## src/hdl/lqrc_pkg.sv

```systemverilog
package lqrc_pkg;

   localparam int FRAC_BITS = 16;

   // register widths
   localparam int WEIGHT_W = 24;
   localparam int DT_W     = 17;
   localparam int TOL_W    = 23;
   localparam int LINLIM_W = 23;
   localparam int ANGLIM_W = 19;
   localparam int CFG_W    = 24;
   localparam int CFG_IDX_W = 3;

   // field widths
   localparam int POS_W  = 32;
   localparam int HEAD_W = 19;
   localparam int LIN_W  = 24;
   localparam int ANG_W  = 20;

   // datapath widths
   localparam int EP_W    = POS_W + 1;                   // position error
   localparam int EH_W    = HEAD_W + 1;                  // heading error
   localparam int MUL_W   = 34;
   localparam int PROD_W  = 2 * MUL_W;
   localparam int SUM_W   = 64;
   localparam int TOL2_W  = 2 * TOL_W;
   localparam int G_W     = WEIGHT_W + DT_W - FRAC_BITS;  // gain q*dt
   localparam int GDT_W   = G_W + DT_W;
   localparam int DEN_W   = WEIGHT_W + FRAC_BITS + 3;
   localparam int DMAG_W  = 33;
   localparam int NUMV_W  = G_W + DMAG_W;
   localparam int NUMW_W  = G_W + EH_W;
   localparam int QUO_W   = NUMV_W + FRAC_BITS;
   localparam int DACC_W  = 64;
   localparam int ANGQ_W  = 36;                          // Q30 angle
   localparam int CXY_W   = 34;                          // CORDIC x, y

   localparam int CORDIC_STEPS = 30;
   localparam int STEP_W       = 5;
   localparam int DIV_STEPS    = QUO_W;
   localparam int CNT_W        = 7;

   localparam logic signed [ANGQ_W-1:0] PI_Q30        = 36'sd3373259426;
   localparam logic signed [ANGQ_W-1:0] TWO_PI_Q30    = 36'sd6746518852;
   localparam logic signed [ANGQ_W-1:0] PI_PLUS_HALF  = 36'sd5059889139;
   localparam logic signed [ANGQ_W-1:0] PI_MINUS_HALF = 36'sd1686629713;
   localparam logic signed [CXY_W-1:0]  CORDIC_GAIN   = 34'sd652032875;

   localparam int LIN_FIELD_MAX = (1 << (LIN_W - 1)) - 1;
   localparam int ANG_FIELD_MAX = (1 << (ANG_W - 1)) - 1;
   localparam int TWO_TENTHS    = ((2 << FRAC_BITS) + 5) / 10;
   localparam int THREE_TENTHS  = ((3 << FRAC_BITS) + 5) / 10;

   localparam logic [LIN_W-1:0] LIN_TWO_TENTHS =
      (TWO_TENTHS > LIN_FIELD_MAX) ? LIN_W'(LIN_FIELD_MAX) : LIN_W'(TWO_TENTHS);
   localparam logic [ANG_W-1:0] ANG_TWO_TENTHS =
      (TWO_TENTHS > ANG_FIELD_MAX) ? ANG_W'(ANG_FIELD_MAX) : ANG_W'(TWO_TENTHS);
   localparam logic [LIN_W-1:0] LIN_THREE_TENTHS =
      (THREE_TENTHS > LIN_FIELD_MAX) ? LIN_W'(LIN_FIELD_MAX) : LIN_W'(THREE_TENTHS);
   localparam logic [ANG_W-1:0] ANG_THREE_TENTHS =
      (THREE_TENTHS > ANG_FIELD_MAX) ? ANG_W'(ANG_FIELD_MAX) : ANG_W'(THREE_TENTHS);

   localparam logic [SUM_W-1:0] FAR_LIMIT = 64'd10000 << (2 * FRAC_BITS);

   typedef enum logic [CFG_IDX_W-1:0] {
      CFG_POS_WEIGHT,
      CFG_HEADING_WEIGHT,
      CFG_LIN_INPUT_WEIGHT,
      CFG_ANG_INPUT_WEIGHT,
      CFG_STEP_TIME,
      CFG_GOAL_TOLERANCE,
      CFG_MAX_LIN_VEL,
      CFG_MAX_ANG_VEL
   } cfg_index_type;

   typedef enum logic [3:0] {
      MUL_NONE,
      MUL_EX2,
      MUL_EY2,
      MUL_EH2,
      MUL_TOL2,
      MUL_QPDT,
      MUL_QHDT,
      MUL_GPDT,
      MUL_GHDT,
      MUL_GHEH,
      MUL_CEX,
      MUL_SEY,
      MUL_GPDM
   } mul_op_type;

   typedef enum logic [3:0] {
      S_IDLE,
      S_ERR,
      S_FOLD,
      S_CORDIC,
      S_CEX,
      S_SEY,
      S_DWAIT,
      S_MAG,
      S_GPDM,
      S_NWAIT,
      S_DSTART,
      S_DIV,
      S_FIN,
      S_PUSH1,
      S_PUSH2
   } state_type;

   typedef struct packed {
      logic              load;
      logic              err;
      logic              fold;
      logic              cordic;
      logic [STEP_W-1:0] step;
      mul_op_type        mul_op;
      logic              mag;
      logic              div_start;
      logic              div_step;
      logic              fin;
      logic              push_cmd;
      logic              push_stop;
   } cmd_type;

   typedef struct packed {
      logic out_free;
      logic reached;
   } status_type;

   function automatic logic [ANGQ_W-1:0] atan_q30(input logic [STEP_W-1:0] idx);
      logic [ANGQ_W-1:0] a;
      case (idx)
         5'd0:  a = 36'd843314857;
         5'd1:  a = 36'd497837829;
         5'd2:  a = 36'd263043837;
         5'd3:  a = 36'd133525159;
         5'd4:  a = 36'd67021687;
         5'd5:  a = 36'd33543516;
         5'd6:  a = 36'd16775851;
         5'd7:  a = 36'd8388437;
         5'd8:  a = 36'd4194283;
         5'd9:  a = 36'd2097149;
         5'd10: a = 36'd1048576;
         5'd11: a = 36'd524288;
         5'd12: a = 36'd262144;
         5'd13: a = 36'd131072;
         5'd14: a = 36'd65536;
         5'd15: a = 36'd32768;
         5'd16: a = 36'd16384;
         5'd17: a = 36'd8192;
         5'd18: a = 36'd4096;
         5'd19: a = 36'd2048;
         5'd20: a = 36'd1024;
         5'd21: a = 36'd512;
         5'd22: a = 36'd256;
         5'd23: a = 36'd128;
         5'd24: a = 36'd64;
         5'd25: a = 36'd32;
         5'd26: a = 36'd16;
         5'd27: a = 36'd8;
         5'd28: a = 36'd4;
         5'd29: a = 36'd2;
         default: a = '0;
      endcase
      return a;
   endfunction

endpackage

```

## src/hdl/lqrc_ctrl.sv

```systemverilog
module lqrc_ctrl (
   input  logic                 clock,
   input  logic                 reset,
   input  logic                 req_valid,
   output logic                 req_ready,
   input  lqrc_pkg::status_type status,
   output lqrc_pkg::cmd_type    cmd
);

   lqrc_pkg::state_type state_ff, state_in;
   logic [lqrc_pkg::CNT_W-1:0] cnt_ff, cnt_in;
   logic goal_done_ff, goal_done_in;

   always_ff @(posedge clock) begin
      if (reset) begin
         state_ff     <= lqrc_pkg::S_IDLE;
         cnt_ff       <= '0;
         goal_done_ff <= 1'b0;
      end else begin
         state_ff     <= state_in;
         cnt_ff       <= cnt_in;
         goal_done_ff <= goal_done_in;
      end
   end

   always_comb begin
      state_in     = state_ff;
      cnt_in       = '0;
      goal_done_in = goal_done_ff;
      case (state_ff)
         lqrc_pkg::S_IDLE: begin
            // drop the word once the goal is latched
            if (req_valid && !goal_done_ff) state_in = lqrc_pkg::S_ERR;
         end
         lqrc_pkg::S_ERR:  state_in = lqrc_pkg::S_FOLD;
         lqrc_pkg::S_FOLD: state_in = lqrc_pkg::S_CORDIC;
         lqrc_pkg::S_CORDIC: begin
            if (cnt_ff == lqrc_pkg::CNT_W'(lqrc_pkg::CORDIC_STEPS - 1))
               state_in = lqrc_pkg::S_CEX;
            else
               cnt_in = cnt_ff + 1'b1;
         end
         lqrc_pkg::S_CEX:    state_in = lqrc_pkg::S_SEY;
         lqrc_pkg::S_SEY:    state_in = lqrc_pkg::S_DWAIT;
         lqrc_pkg::S_DWAIT:  state_in = lqrc_pkg::S_MAG;
         lqrc_pkg::S_MAG:    state_in = lqrc_pkg::S_GPDM;
         lqrc_pkg::S_GPDM:   state_in = lqrc_pkg::S_NWAIT;
         lqrc_pkg::S_NWAIT:  state_in = lqrc_pkg::S_DSTART;
         lqrc_pkg::S_DSTART: state_in = lqrc_pkg::S_DIV;
         lqrc_pkg::S_DIV: begin
            if (cnt_ff == lqrc_pkg::CNT_W'(lqrc_pkg::DIV_STEPS - 1))
               state_in = lqrc_pkg::S_FIN;
            else
               cnt_in = cnt_ff + 1'b1;
         end
         lqrc_pkg::S_FIN: state_in = lqrc_pkg::S_PUSH1;
         lqrc_pkg::S_PUSH1: begin
            if (status.out_free)
               state_in = status.reached ? lqrc_pkg::S_PUSH2 : lqrc_pkg::S_IDLE;
         end
         lqrc_pkg::S_PUSH2: begin
            if (status.out_free) begin
               state_in     = lqrc_pkg::S_IDLE;
               goal_done_in = 1'b1;
            end
         end
         default: state_in = lqrc_pkg::S_IDLE;
      endcase
   end

   always_comb begin
      cmd        = '0;
      cmd.mul_op = lqrc_pkg::MUL_NONE;
      cmd.step   = cnt_ff[lqrc_pkg::STEP_W-1:0];
      req_ready  = 1'b0;
      case (state_ff)
         lqrc_pkg::S_IDLE: begin
            req_ready = 1'b1;
            cmd.load  = req_valid && !goal_done_ff;
         end
         lqrc_pkg::S_ERR:  cmd.err  = 1'b1;
         lqrc_pkg::S_FOLD: cmd.fold = 1'b1;
         lqrc_pkg::S_CORDIC: begin
            cmd.cordic = 1'b1;
            // share the multiplier with the rotation; gains feed the later products
            case (cnt_ff)
               7'd0:    cmd.mul_op = lqrc_pkg::MUL_EX2;
               7'd1:    cmd.mul_op = lqrc_pkg::MUL_EY2;
               7'd2:    cmd.mul_op = lqrc_pkg::MUL_EH2;
               7'd3:    cmd.mul_op = lqrc_pkg::MUL_TOL2;
               7'd4:    cmd.mul_op = lqrc_pkg::MUL_QPDT;
               7'd5:    cmd.mul_op = lqrc_pkg::MUL_QHDT;
               7'd6:    cmd.mul_op = lqrc_pkg::MUL_GPDT;
               7'd7:    cmd.mul_op = lqrc_pkg::MUL_GHDT;
               7'd8:    cmd.mul_op = lqrc_pkg::MUL_GHEH;
               default: cmd.mul_op = lqrc_pkg::MUL_NONE;
            endcase
         end
         lqrc_pkg::S_CEX:    cmd.mul_op    = lqrc_pkg::MUL_CEX;
         lqrc_pkg::S_SEY:    cmd.mul_op    = lqrc_pkg::MUL_SEY;
         lqrc_pkg::S_MAG:    cmd.mag       = 1'b1;
         lqrc_pkg::S_GPDM:   cmd.mul_op    = lqrc_pkg::MUL_GPDM;
         lqrc_pkg::S_DSTART: cmd.div_start = 1'b1;
         lqrc_pkg::S_DIV:    cmd.div_step  = 1'b1;
         lqrc_pkg::S_FIN:    cmd.fin       = 1'b1;
         lqrc_pkg::S_PUSH1:  cmd.push_cmd  = status.out_free;
         lqrc_pkg::S_PUSH2:  cmd.push_stop = status.out_free;
         default: ;
      endcase
   end

endmodule

```

## config.mk

```make
export PLATFORM = sky130hd
export DESIGN_NAME = lqrc_ctrl
export DESIGN_NICKNAME = d
export VERILOG_FILES = /design/src/hdl/lqrc_pkg.sv /design/src/hdl/lqrc_ctrl.sv
export SDC_FILE = /design/constraint.sdc
export NUM_CORES = 1
export LEC_CHECK = 0
export ABC_AREA = 1
export BUFFER_PORTS_ARGS = -buffer_cell sky130_fd_sc_hd__buf_4
export CAP_MARGIN = 20
export CORE_MARGIN = 2
export CORE_UTILIZATION = 40
export DETAILED_ROUTE_END_ITERATION = 6
export GPL_TIMING_DRIVEN = 1
export PLACE_DENSITY = 0.69
export SYNTH_ARGS = -nofsm -noshare
export SYNTH_HDL_FRONTEND = slang
export SYNTH_SLANG_ARGS = --single-unit
```

## constraint.sdc

```tcl
create_clock -name clock -period 2.1 [get_ports clock]
set_clock_uncertainty 0.2 [all_clocks]
set_input_delay 0.105 -clock clock [delete_from_list [all_inputs] [get_ports clock]]
set_output_delay 0.105 -clock clock [all_outputs]
set_load 0.1 [all_outputs]
```

== Yosys cells after proc, flatten, opt, wreduce, memory -nomap -nowiden ==
Memory sizes are Yosys's and may differ from the RTL's. A register that Yosys moved wholly into a read port is not among the register bits.
Cells that the tools add are included.
Word-level totals
  flip-flop bits (word level): 12
  latch bits: 0
  RAM bits: 0
  bits in read-only memories: 64
  input bits: 5
  output and inout bits: 20
  word-level logic and storage cells: 56
  memories kept: 1
Operators by class
  $add $sub $neg: 1
  $mul: 0
  divide/modulo/power cells: 0
  $lt $le $gt $ge: 0
  equality and inequality tests: 21
  shift-type cells: 0
  multiplexer cells: 24
  bitwise logic cells: 0
  reduce and logical (&&, ||, !) cells: 6
Memories
  (name not given): words 16, width 4, rd ports 1, clocked after memory_dff 1, wr ports 0, RTL line lqrc_ctrl.sv:86  | case (cnt_ff)
Operators with widths (count)
  $pmux W4 S15: 1
  $mux W4: 8
  $eq A4 B4 Y1 const B: 7
  $eq A4 B3 Y1 const B: 4
  $pmux W4 S4: 1
  $mux W7: 2
  $pmux W7 S2: 1
  $mux W1: 11
  $ne A2 B2 Y1 const B: 5
  $eq A4 B2 Y1 const B: 2
  $add A7 B1 Y7 const B: 1
  $eq A7 B5 Y1 const B: 1
  $eq A7 B7 Y1 const B: 1
  $reduce_and A5 Y1: 1
  $eq A4 B1 Y1 const B: 1
  $logic_not A4 Y1: 1
  $logic_not A3 Y1: 1
  $reduce_and A2 Y1: 1
  $logic_and A1 B1 Y1: 1
  $logic_not A1 Y1: 1

== Longest topological paths before layout ==
Gate-level depths: netlist of the first run.
  depth after elaboration: 4
  mapped depth: 14
  mapped depth without buffers: 14

== Least setup slack after synthesis of the first run ==
No wires, ideal clock.
  kind: register to output
  from: register state_ff[3]
  to: output port cmd[1] (netlist bit)
  arrival time: 2.801 ns
  required time: 1.795 ns
  path slack: -1.006 ns
  cell stages (with the launch flop): 3
  buffers on the path: 0
  path through: dfxtp_1 > nand2_1 > nor3b_1
RTL lines
  start: declaration: RTL line lqrc_ctrl.sv:10  | lqrc_pkg::state_type state_ff, state_in;
  start signal: assignment: RTL line lqrc_ctrl.sv:16  | state_ff <= lqrc_pkg::S_IDLE;
  start signal: assignment: RTL line lqrc_ctrl.sv:20  | state_ff <= state_in;
  end: declaration: RTL line lqrc_ctrl.sv:7  | output lqrc_pkg::cmd_type cmd

==> key figures, run 1 <==
Floorplan
  • Die footprint: between 3000 and 4000 um^2
  • Std-Cell Rows: 19
  • Die boundary width: roughly 57 um
  • Height of the chip: approximately 57 um
  • Starting density of the core: a little over 40%
  • IO Pins: 25
  • Floorplan Core Area: ~2700 um^2

CTS
  • Clock slew at reported path FFs: roughly 0.1 ns
  • Number of buffers inserted to repair setup after CTS: 0
  • TritonCTS Sinks: 16
  • Number of buffers added by the clock tree synthesis step: 3
  • CTS tree: yes
  • Maximum level of the CTS H-tree: 1
  • Buffer depth of the longest clock path: 2
  • Clock latency on the worst-skew pair: ~0.28 ns
  • Root cell of the clock tree: sky130_fd_sc_hd__clkbuf_4

Setup path
  • Peak per-stage delay on the critical path: 0.39 ns
  • Max Fanout on Critical Path: 7
  • Cells traversed along the worst timing path: nor2_4 > inv_2 > nor2_4 > nand3b_1 > inv_1 > nand2_1 > o21ai_4 > buf_6
  • Launching instance or port of the critical path: state_ff[3]
  • Most common cell type on the critical path: sky130_fd_sc_hd__nor2_4
  • Worst reg-to-reg setup slack: approximately 0.18 ns
  • Category of the most critical setup path: reg -> out
  • Signal arrival time at the worst endpoint: about 1.7 ns
  • Worst Path Buf+Inv: 3
  • Slowest-stage cell, CP: sky130_fd_sc_hd__dfxtp_2
  • CP required: about 1.8 ns
  • Critical Path End Type: primary output
  • Depth of the most critical reg-to-reg path: 14
  • Reg-to-reg startpoint: cnt_ff[1]
  • Critical Path Source Type: flop
  • Top Family by Delay on Critical Path: simple AND/OR/NAND/NOR gates

Synthesis
  • Synth top area share: approximately 29%
  • Cells taking the most area after synthesis: sky130_fd_sc_hd__dfxtp_1, sky130_fd_sc_hd__nand2_1, sky130_fd_sc_hd__nor2_1
  • Post-Synthesis Cells: about 160
  • Average cell area after synthesis: 6.96 um^2
  • Total nets after synthesis: approximately 170
  • Library cells used by synthesis: 26
  • Sequential area share after synthesis: 29.0%
  • Number of flip-flops and latches in the synthesized netlist: 16
  • Yosys top cell by area: sky130_fd_sc_hd__dfxtp_1
  • Synthesized area: between 1000 and 1500 um^2
  • Number of warnings printed during yosys synthesis: 0

Placed design
  • # port buffers: 24
  • Post-DP HPWL: about 2.1 mm
  • RD Place Congestion: 0.846
  • Worst Setup Slack post-DPL: around 0.12 ns
  • Placed Area: about 1400 um^2

STA
  • Worst path setup slack after routing: 0.110 ns
  • Endpoints failing hold: 0
  • Number of pins with negative max-slew slack in the final report: 0
  • Transition at the pin with the smallest max-transition slack: between 0.3 and 0.4 ns
  • RSZ-0062 raised after global routing: false
  • Highest Clock Rate: 503 MHz
  • Setup-violating endpoint count in the final report: 0
  • Final cycle utilization of the critical path: between 90% and 100%
  • Shortest clock period the worst path allows after layout: a little under 2 ns
  • Worst slew slack as a fraction of its limit: 76.3%
  • Setup tns final: 0 ns

Hold path
  • Class of the worst hold path: in -> reg
  • Worst hold start: status[0]
  • Worst hold path depth: 5
  • Endpoint, Worst Hold: state_ff[3]

Cells and area
  • Share of post-route cells with drive strength above 1: 36.2%
  • Most frequent cells in the layout: sky130_fd_sc_hd__nand2_1, sky130_fd_sc_hd__buf_4, sky130_fd_sc_hd__nor2_1, sky130_fd_sc_hd__inv_1
  • Filler instances: 250
  • Area of all sequential standard cells: 325 um^2
  • Most common cell after layout, fill and taps aside: sky130_fd_sc_hd__nand2_1
  • Multi-input gate area in the final layout: between 700 and 800 um^2
  • Synthesis-to-finish area growth: 34.0%
  • ANT cells: 0
  • Nets: ~200
  • Layout Cell Area excl Fill: 1480 um^2

Run
  • Number of max-capacitance violations reported: 0

Global routing
  • Number of antenna violations at the first check in global routing: 0
  • Overall track demand over capacity in global routing: 18.0%
  • Largest net degree at the start of global routing: 10
  • Number of global-route vias before repair: approximately 1100
  • Global route total overflow: 0
  • Global-route wire length before repair: approximately 4.6 mm

Outcome
  • Outcome: completed

Pwr
  • Worst-case vdd ir drop: around 0.60 mV
  • Power per standard cell area: approximately 620 nW/um^2
  • Leakage power figure: 0.732 nW

Routing
  • First-iteration detailed-routing DRC count: 31
  • DR DRC count: 0
  • Total wire length after detailed routing: approximately 2.7 mm
  • Detail-routed net length per standard cell: approximately 12 um
  • Antenna Violating Nets Remaining: 0
  • First-pass detailed-route iteration total: 5
  • Ratio of routed vias to standard cells: 5.04
  • Detailed-route via count: 1088
==> synthesized netlist by cell type, drive strengths merged <==
cell / instances
nand2: 40
nor2: 28
inv: 21
dfxtp: 16
nand3: 13
a21oi: 9
buf: 8
nand4: 6
ha: 5
nand3b: 4
xor2: 4
nor3: 2
a31oi: 1
nor3b: 1
o21ai: 1
==> worst max-delay path by stage <==
stage | endpoint | slack (ns) | cells after the start
after detailed placement | flop | 0.12 | 13
final | cmd[6] | 0.11 | 8
after floorplan | flop | -0.19 | 14
after CTS | cmd[6] | 0.01 | 8
after global placement | flop | 0.19 | 13
after global routing | cmd[6] | 0.004 | 8
==> cell families (layout without fill, tap and decap cells) <==
family / count (synthesis) / in the layout / share of synthesized area, %
compound gates: 11 / 11 / 5.43
xor+xnor: 4 / 4 / 3.17
buf+inv: 29 / 55 / 12.3
flops: 16 / 16 / 29.0
fa+ha+maj: 5 / 5 / 5.66
simple gates: 94 / 94 / 44.5
==> per-layer routing <==
layer / GRT usage, % / part of all wire (%)
met3: 2.30 / 4.6
met5: 0 / 0
met2: 35.5 / 53
met1: 19.5 / 42
met4: 5.10 / 0.94
==> power by group <==
part | switching (W) | total, W | internal, W
clock network | 0.0000987 | 0.000204 | 0.000105
logic | 0.000297 | 0.000388 | 0.0000910
registers | 0.0000171 | 0.000331 | 0.000314
==> area by class of cell <==
class	instances	share of cell area, %
Clock buffer	4	2.45
Sequential cell	16	21.9
Tap cell	31	2.62
Multi-Input combinational cell	114	51.0
Timing Repair Buffer	30	16.5
Inverter	21	5.49
==> through the flow <==
stage | power, W | hold WS, ns | utilization (%) | cells
floorplan | 0.000648 | 0.0695 | - | 159
global placement | 0.000714 | 0.158 | 51.9 | 210
detailed placement | 0.000717 | 0.157 | 51.9 | 210
CTS | 0.000926 | 0.111 | 54.6 | 216
global route | 0.000964 | 0.162 | 55.2 | 216
finish | 0.000923 | 0.113 | 55.2 | 216
==> worst register-to-register path, cell delays in order (launching register included) <==
cell and delay (ns):
sky130_fd_sc_hd__dfxtp_2 0.33, sky130_fd_sc_hd__inv_1 0.06, sky130_fd_sc_hd__ha_1 0.18, sky130_fd_sc_hd__nand2_1 0.06, sky130_fd_sc_hd__nand3b_1 0.22, sky130_fd_sc_hd__nand2_4 0.15, sky130_fd_sc_hd__nand2_8 0.08, sky130_fd_sc_hd__nand2_8 0.10
sky130_fd_sc_hd__nor2_4 0.05, sky130_fd_sc_hd__inv_1 0.05, sky130_fd_sc_hd__ha_2 0.14, sky130_fd_sc_hd__inv_1 0.03, sky130_fd_sc_hd__nor2_1 0.12, sky130_fd_sc_hd__nand2_2 0.07, sky130_fd_sc_hd__nand2_1 0.05
==> timing repair <==
item                                   4_1_cts  5_1_grt
pin swaps                                    0        3
setup endpoints to repair                    4        9
gates resized for setup                      4        4
hold buffers                                 2        0
endpoints found under the hold margin        6        0
No activity file was read; power rests on OpenSTA's default activity.
==> run 2: changes to the inputs <==
--- a/config.mk
+++ b/config.mk
@@ -8,6 +8,7 @@
 export ABC_AREA = 1
 export BUFFER_PORTS_ARGS = -buffer_cell sky130_fd_sc_hd__buf_4
 export CAP_MARGIN = 20
+export CORE_ASPECT_RATIO = 1.4
 export CORE_MARGIN = 2
 export CORE_UTILIZATION = 40
 export DETAILED_ROUTE_END_ITERATION = 6
==> key figures, run 2 (synthesis results as in run 1) <==
Placed design
  • Post-DP HPWL: 2.11 mm (-1.5%)
  • RD Place Congestion: 0.889 (+5.0%)
  • Worst Setup Slack post-DPL: 0.109 ns (-0.00986 ns)
  • # port buffers: 24 (unchanged)

Setup path
  • Reg-to-reg startpoint: cnt_ff[1]
  • CP required: 1.79 ns (about the same)
  • Most common cell type on the critical path: sky130_fd_sc_hd__nor2_4
  • Critical Path Source Type: flop
  • Max Fanout on Critical Path: 8 (+1)
  • Launching instance or port of the critical path: state_ff[2]
  • Slowest-stage cell, CP: sky130_fd_sc_hd__dfxtp_2
  • Critical Path End Type: primary output
  • Signal arrival time at the worst endpoint: 1.67 ns (about the same)
  • Peak per-stage delay on the critical path: 0.40 ns (about the same)
  • Worst reg-to-reg setup slack: 0.17 ns (about the same)
  • Crit path to: cmd[6]
  • Category of the most critical setup path: reg -> out
  • Depth of the most critical reg-to-reg path: 14 (unchanged)
  • Cells traversed along the worst timing path: nor2_4 > inv_2 > nor2_4 > nand3b_1 > inv_1 > nand2_1 > o21ai_4 > buf_12

STA
  • Final cycle utilization of the critical path: 94.3% (-0.46 points)
  • Highest Clock Rate: 505 MHz (+0.49%)
  • Shortest clock period the worst path allows after layout: 1.98 ns (-0.00971 ns)
  • Transition at the pin with the smallest max-transition slack: 0.357 ns (+0.00186 ns)
  • Worst slew slack as a fraction of its limit: 76.2% (-0.12 points)
  • RSZ-0062 raised after global routing: false
  • Endpoints failing hold: 0 (unchanged)
  • Setup-violating endpoint count in the final report: 0 (unchanged)
  • Hold Slack: 0.0953 ns (-0.0176 ns)
  • Number of pins with negative max-slew slack in the final report: 0 (unchanged)
  • Worst path setup slack after routing: 0.120 ns (+0.00971 ns)

Outcome
  • Outcome: completed

Floorplan
  • Starting density of the core: 42.3% (+1.1 points)
  • Height of the chip: 66.2 um (+17%)
  • Die footprint: 3210 um^2 (+0.18%)
  • IO Pins: 25 (unchanged)
  • Die boundary width: 48.4 um (-14%)
  • Floorplan Core Area: 2620 um^2 (-2.7%)
  • Std-Cell Rows: 22 (+3)

Pwr
  • Power per standard cell area: 622 nW/um^2 (-0.16%)
  • Worst-case vdd ir drop: 0.499 mV (-17%)
  • Leakage power figure: 0.728 nW (-0.55%)

Routing
  • Detailed-route via count: 1051 (-3.4%)
  • First-iteration detailed-routing DRC count: 15 (-52%)
  • Antenna Violating Nets Remaining: 0 (unchanged)
  • Ratio of routed vias to standard cells: 4.78 (-5.2%)
  • Detail-routed net length per standard cell: 11.4 um (-7.1%)
  • DR DRC count: 0 (unchanged)
  • Total wire length after detailed routing: 2.51 mm (-5.4%)
  • First-pass detailed-route iteration total: 4 (-1)

Cells and area
  • Share of post-route cells with drive strength above 1: 35.3% (-0.89 points)
  • Most common cell after layout, fill and taps aside: sky130_fd_sc_hd__nand2_1
  • ANT cells: 0 (unchanged)
  • Area of all sequential standard cells: 324 um^2 (-0.38%)
  • Multi-input gate area in the final layout: 742 um^2 (-1.8%)
  • Nets: 195 (-0.51%)
  • Filler instances: 257 (+2.8%)
  • Final Util: 57.2% (+2.0 points)
  • Most frequent cells in the layout: sky130_fd_sc_hd__nand2_1, sky130_fd_sc_hd__buf_4, sky130_fd_sc_hd__nor2_1, sky130_fd_sc_hd__inv_1, sky130_fd_sc_hd__dfxtp_1
  • Synthesis-to-finish area growth: 35.3%

CTS
  • TritonCTS Sinks: 16 (unchanged)
  • Root cell of the clock tree: sky130_fd_sc_hd__clkbuf_4
  • Buffer depth of the longest clock path: 2 (unchanged)
  • Number of buffers added by the clock tree synthesis step: 3 (unchanged)
  • Clock latency on the worst-skew pair: 0.29 ns (about the same)
  • CTS tree: yes
  • Maximum level of the CTS H-tree: 1 (unchanged)
  • Number of buffers inserted to repair setup after CTS: 0 (unchanged)
  • Clock slew at reported path FFs: 0.10 ns (about the same)

Hold path
  • Worst hold path depth: 5 (unchanged)
  • Class of the worst hold path: in -> reg

Run
  • Number of max-capacitance violations reported: 0 (unchanged)

Global routing
  • Overall track demand over capacity in global routing: 17.6% (-0.39 points)
  • Global-route wire length before repair: 4.32 mm (-5.9%)
  • Number of antenna violations at the first check in global routing: 0 (unchanged)
  • Largest net degree at the start of global routing: 10 (unchanged)
  • Global route total overflow: 0 (unchanged)
  • Number of global-route vias before repair: 1019 (-4.2%)
[run 2: cell types whose count changed in the layout (fill, tap and decap cells not counted), sizes merged]
cell and change:
buf -1
[run 2: area by class of cell]
class                      instances  area share [%]
multi-input combinational        114            49.6
inverter                          21            5.43
timing repair buffer              29            17.9
clock buffer                       4            2.42
tap                               36            3.01
sequential                        16            21.7
[run 2: worst min-delay path by stage]
stage / start / end
final: status[0] / state_ff[3]
after global routing: status[0] / state_ff[2]
after CTS: status[0] / state_ff[3]
after detailed placement: reset / state_ff[0]
after global placement: reset / state_ff[0]
after floorplan: status[1] / goal_done_ff
[run 2: per-stage QoR]
stage / instance area [um^2] / setup TNS (ns) / instances / power [W]
floorplan: 1210 / -0.907 / 159 / 0.000648
global placement: 1390 / 0 / 214 / 0.000713
detailed placement: 1390 / 0 / 214 / 0.000717
CTS: 1470 / 0 / 220 / 0.000929
global route: 1500 / 0 / 220 / 0.000975
finish: 1500 / 0 / 220 / 0.000930
[run 2: report_power, final]
| group | leakage [nW] | switching [W] | total, W | internal, W |
|---|---|---|---|---|
| combinational | 0.576 | 0.000296 | 0.000392 | 0.0000955 |
| sequential | 0.131 | 0.0000171 | 0.000331 | 0.000314 |
| clock | 0.0210 | 0.000102 | 0.000208 | 0.000106 |
[run 2: repair_timing]
action,4_1_cts,5_1_grt
endpoints found under the hold margin,6,0
pin swaps,0,1
cloned,0,0
resized for setup,5,7
hold buffers,2,0
setup endpoints to repair,5,4
[run 2: worst max-delay path: cells and delay by family, from the launching register on]
family	cells	cell delay, ns
flops	1	0.40
buf+inv	3	0.40
simple gates	4	0.49
compound gates	1	0.08
[run 2: routing by layer]
layer | track usage (%) | share of wire (%) | vias to the layer above
met3 | 2.26 | 4.6 | 4
met1 | 16.5 | 38 | 469
met4 | 9.29 | 1.7 | 0
met2 | 36.5 | 56 | 26
li1 | - | - | 552
met5 | 0 | 0 | -
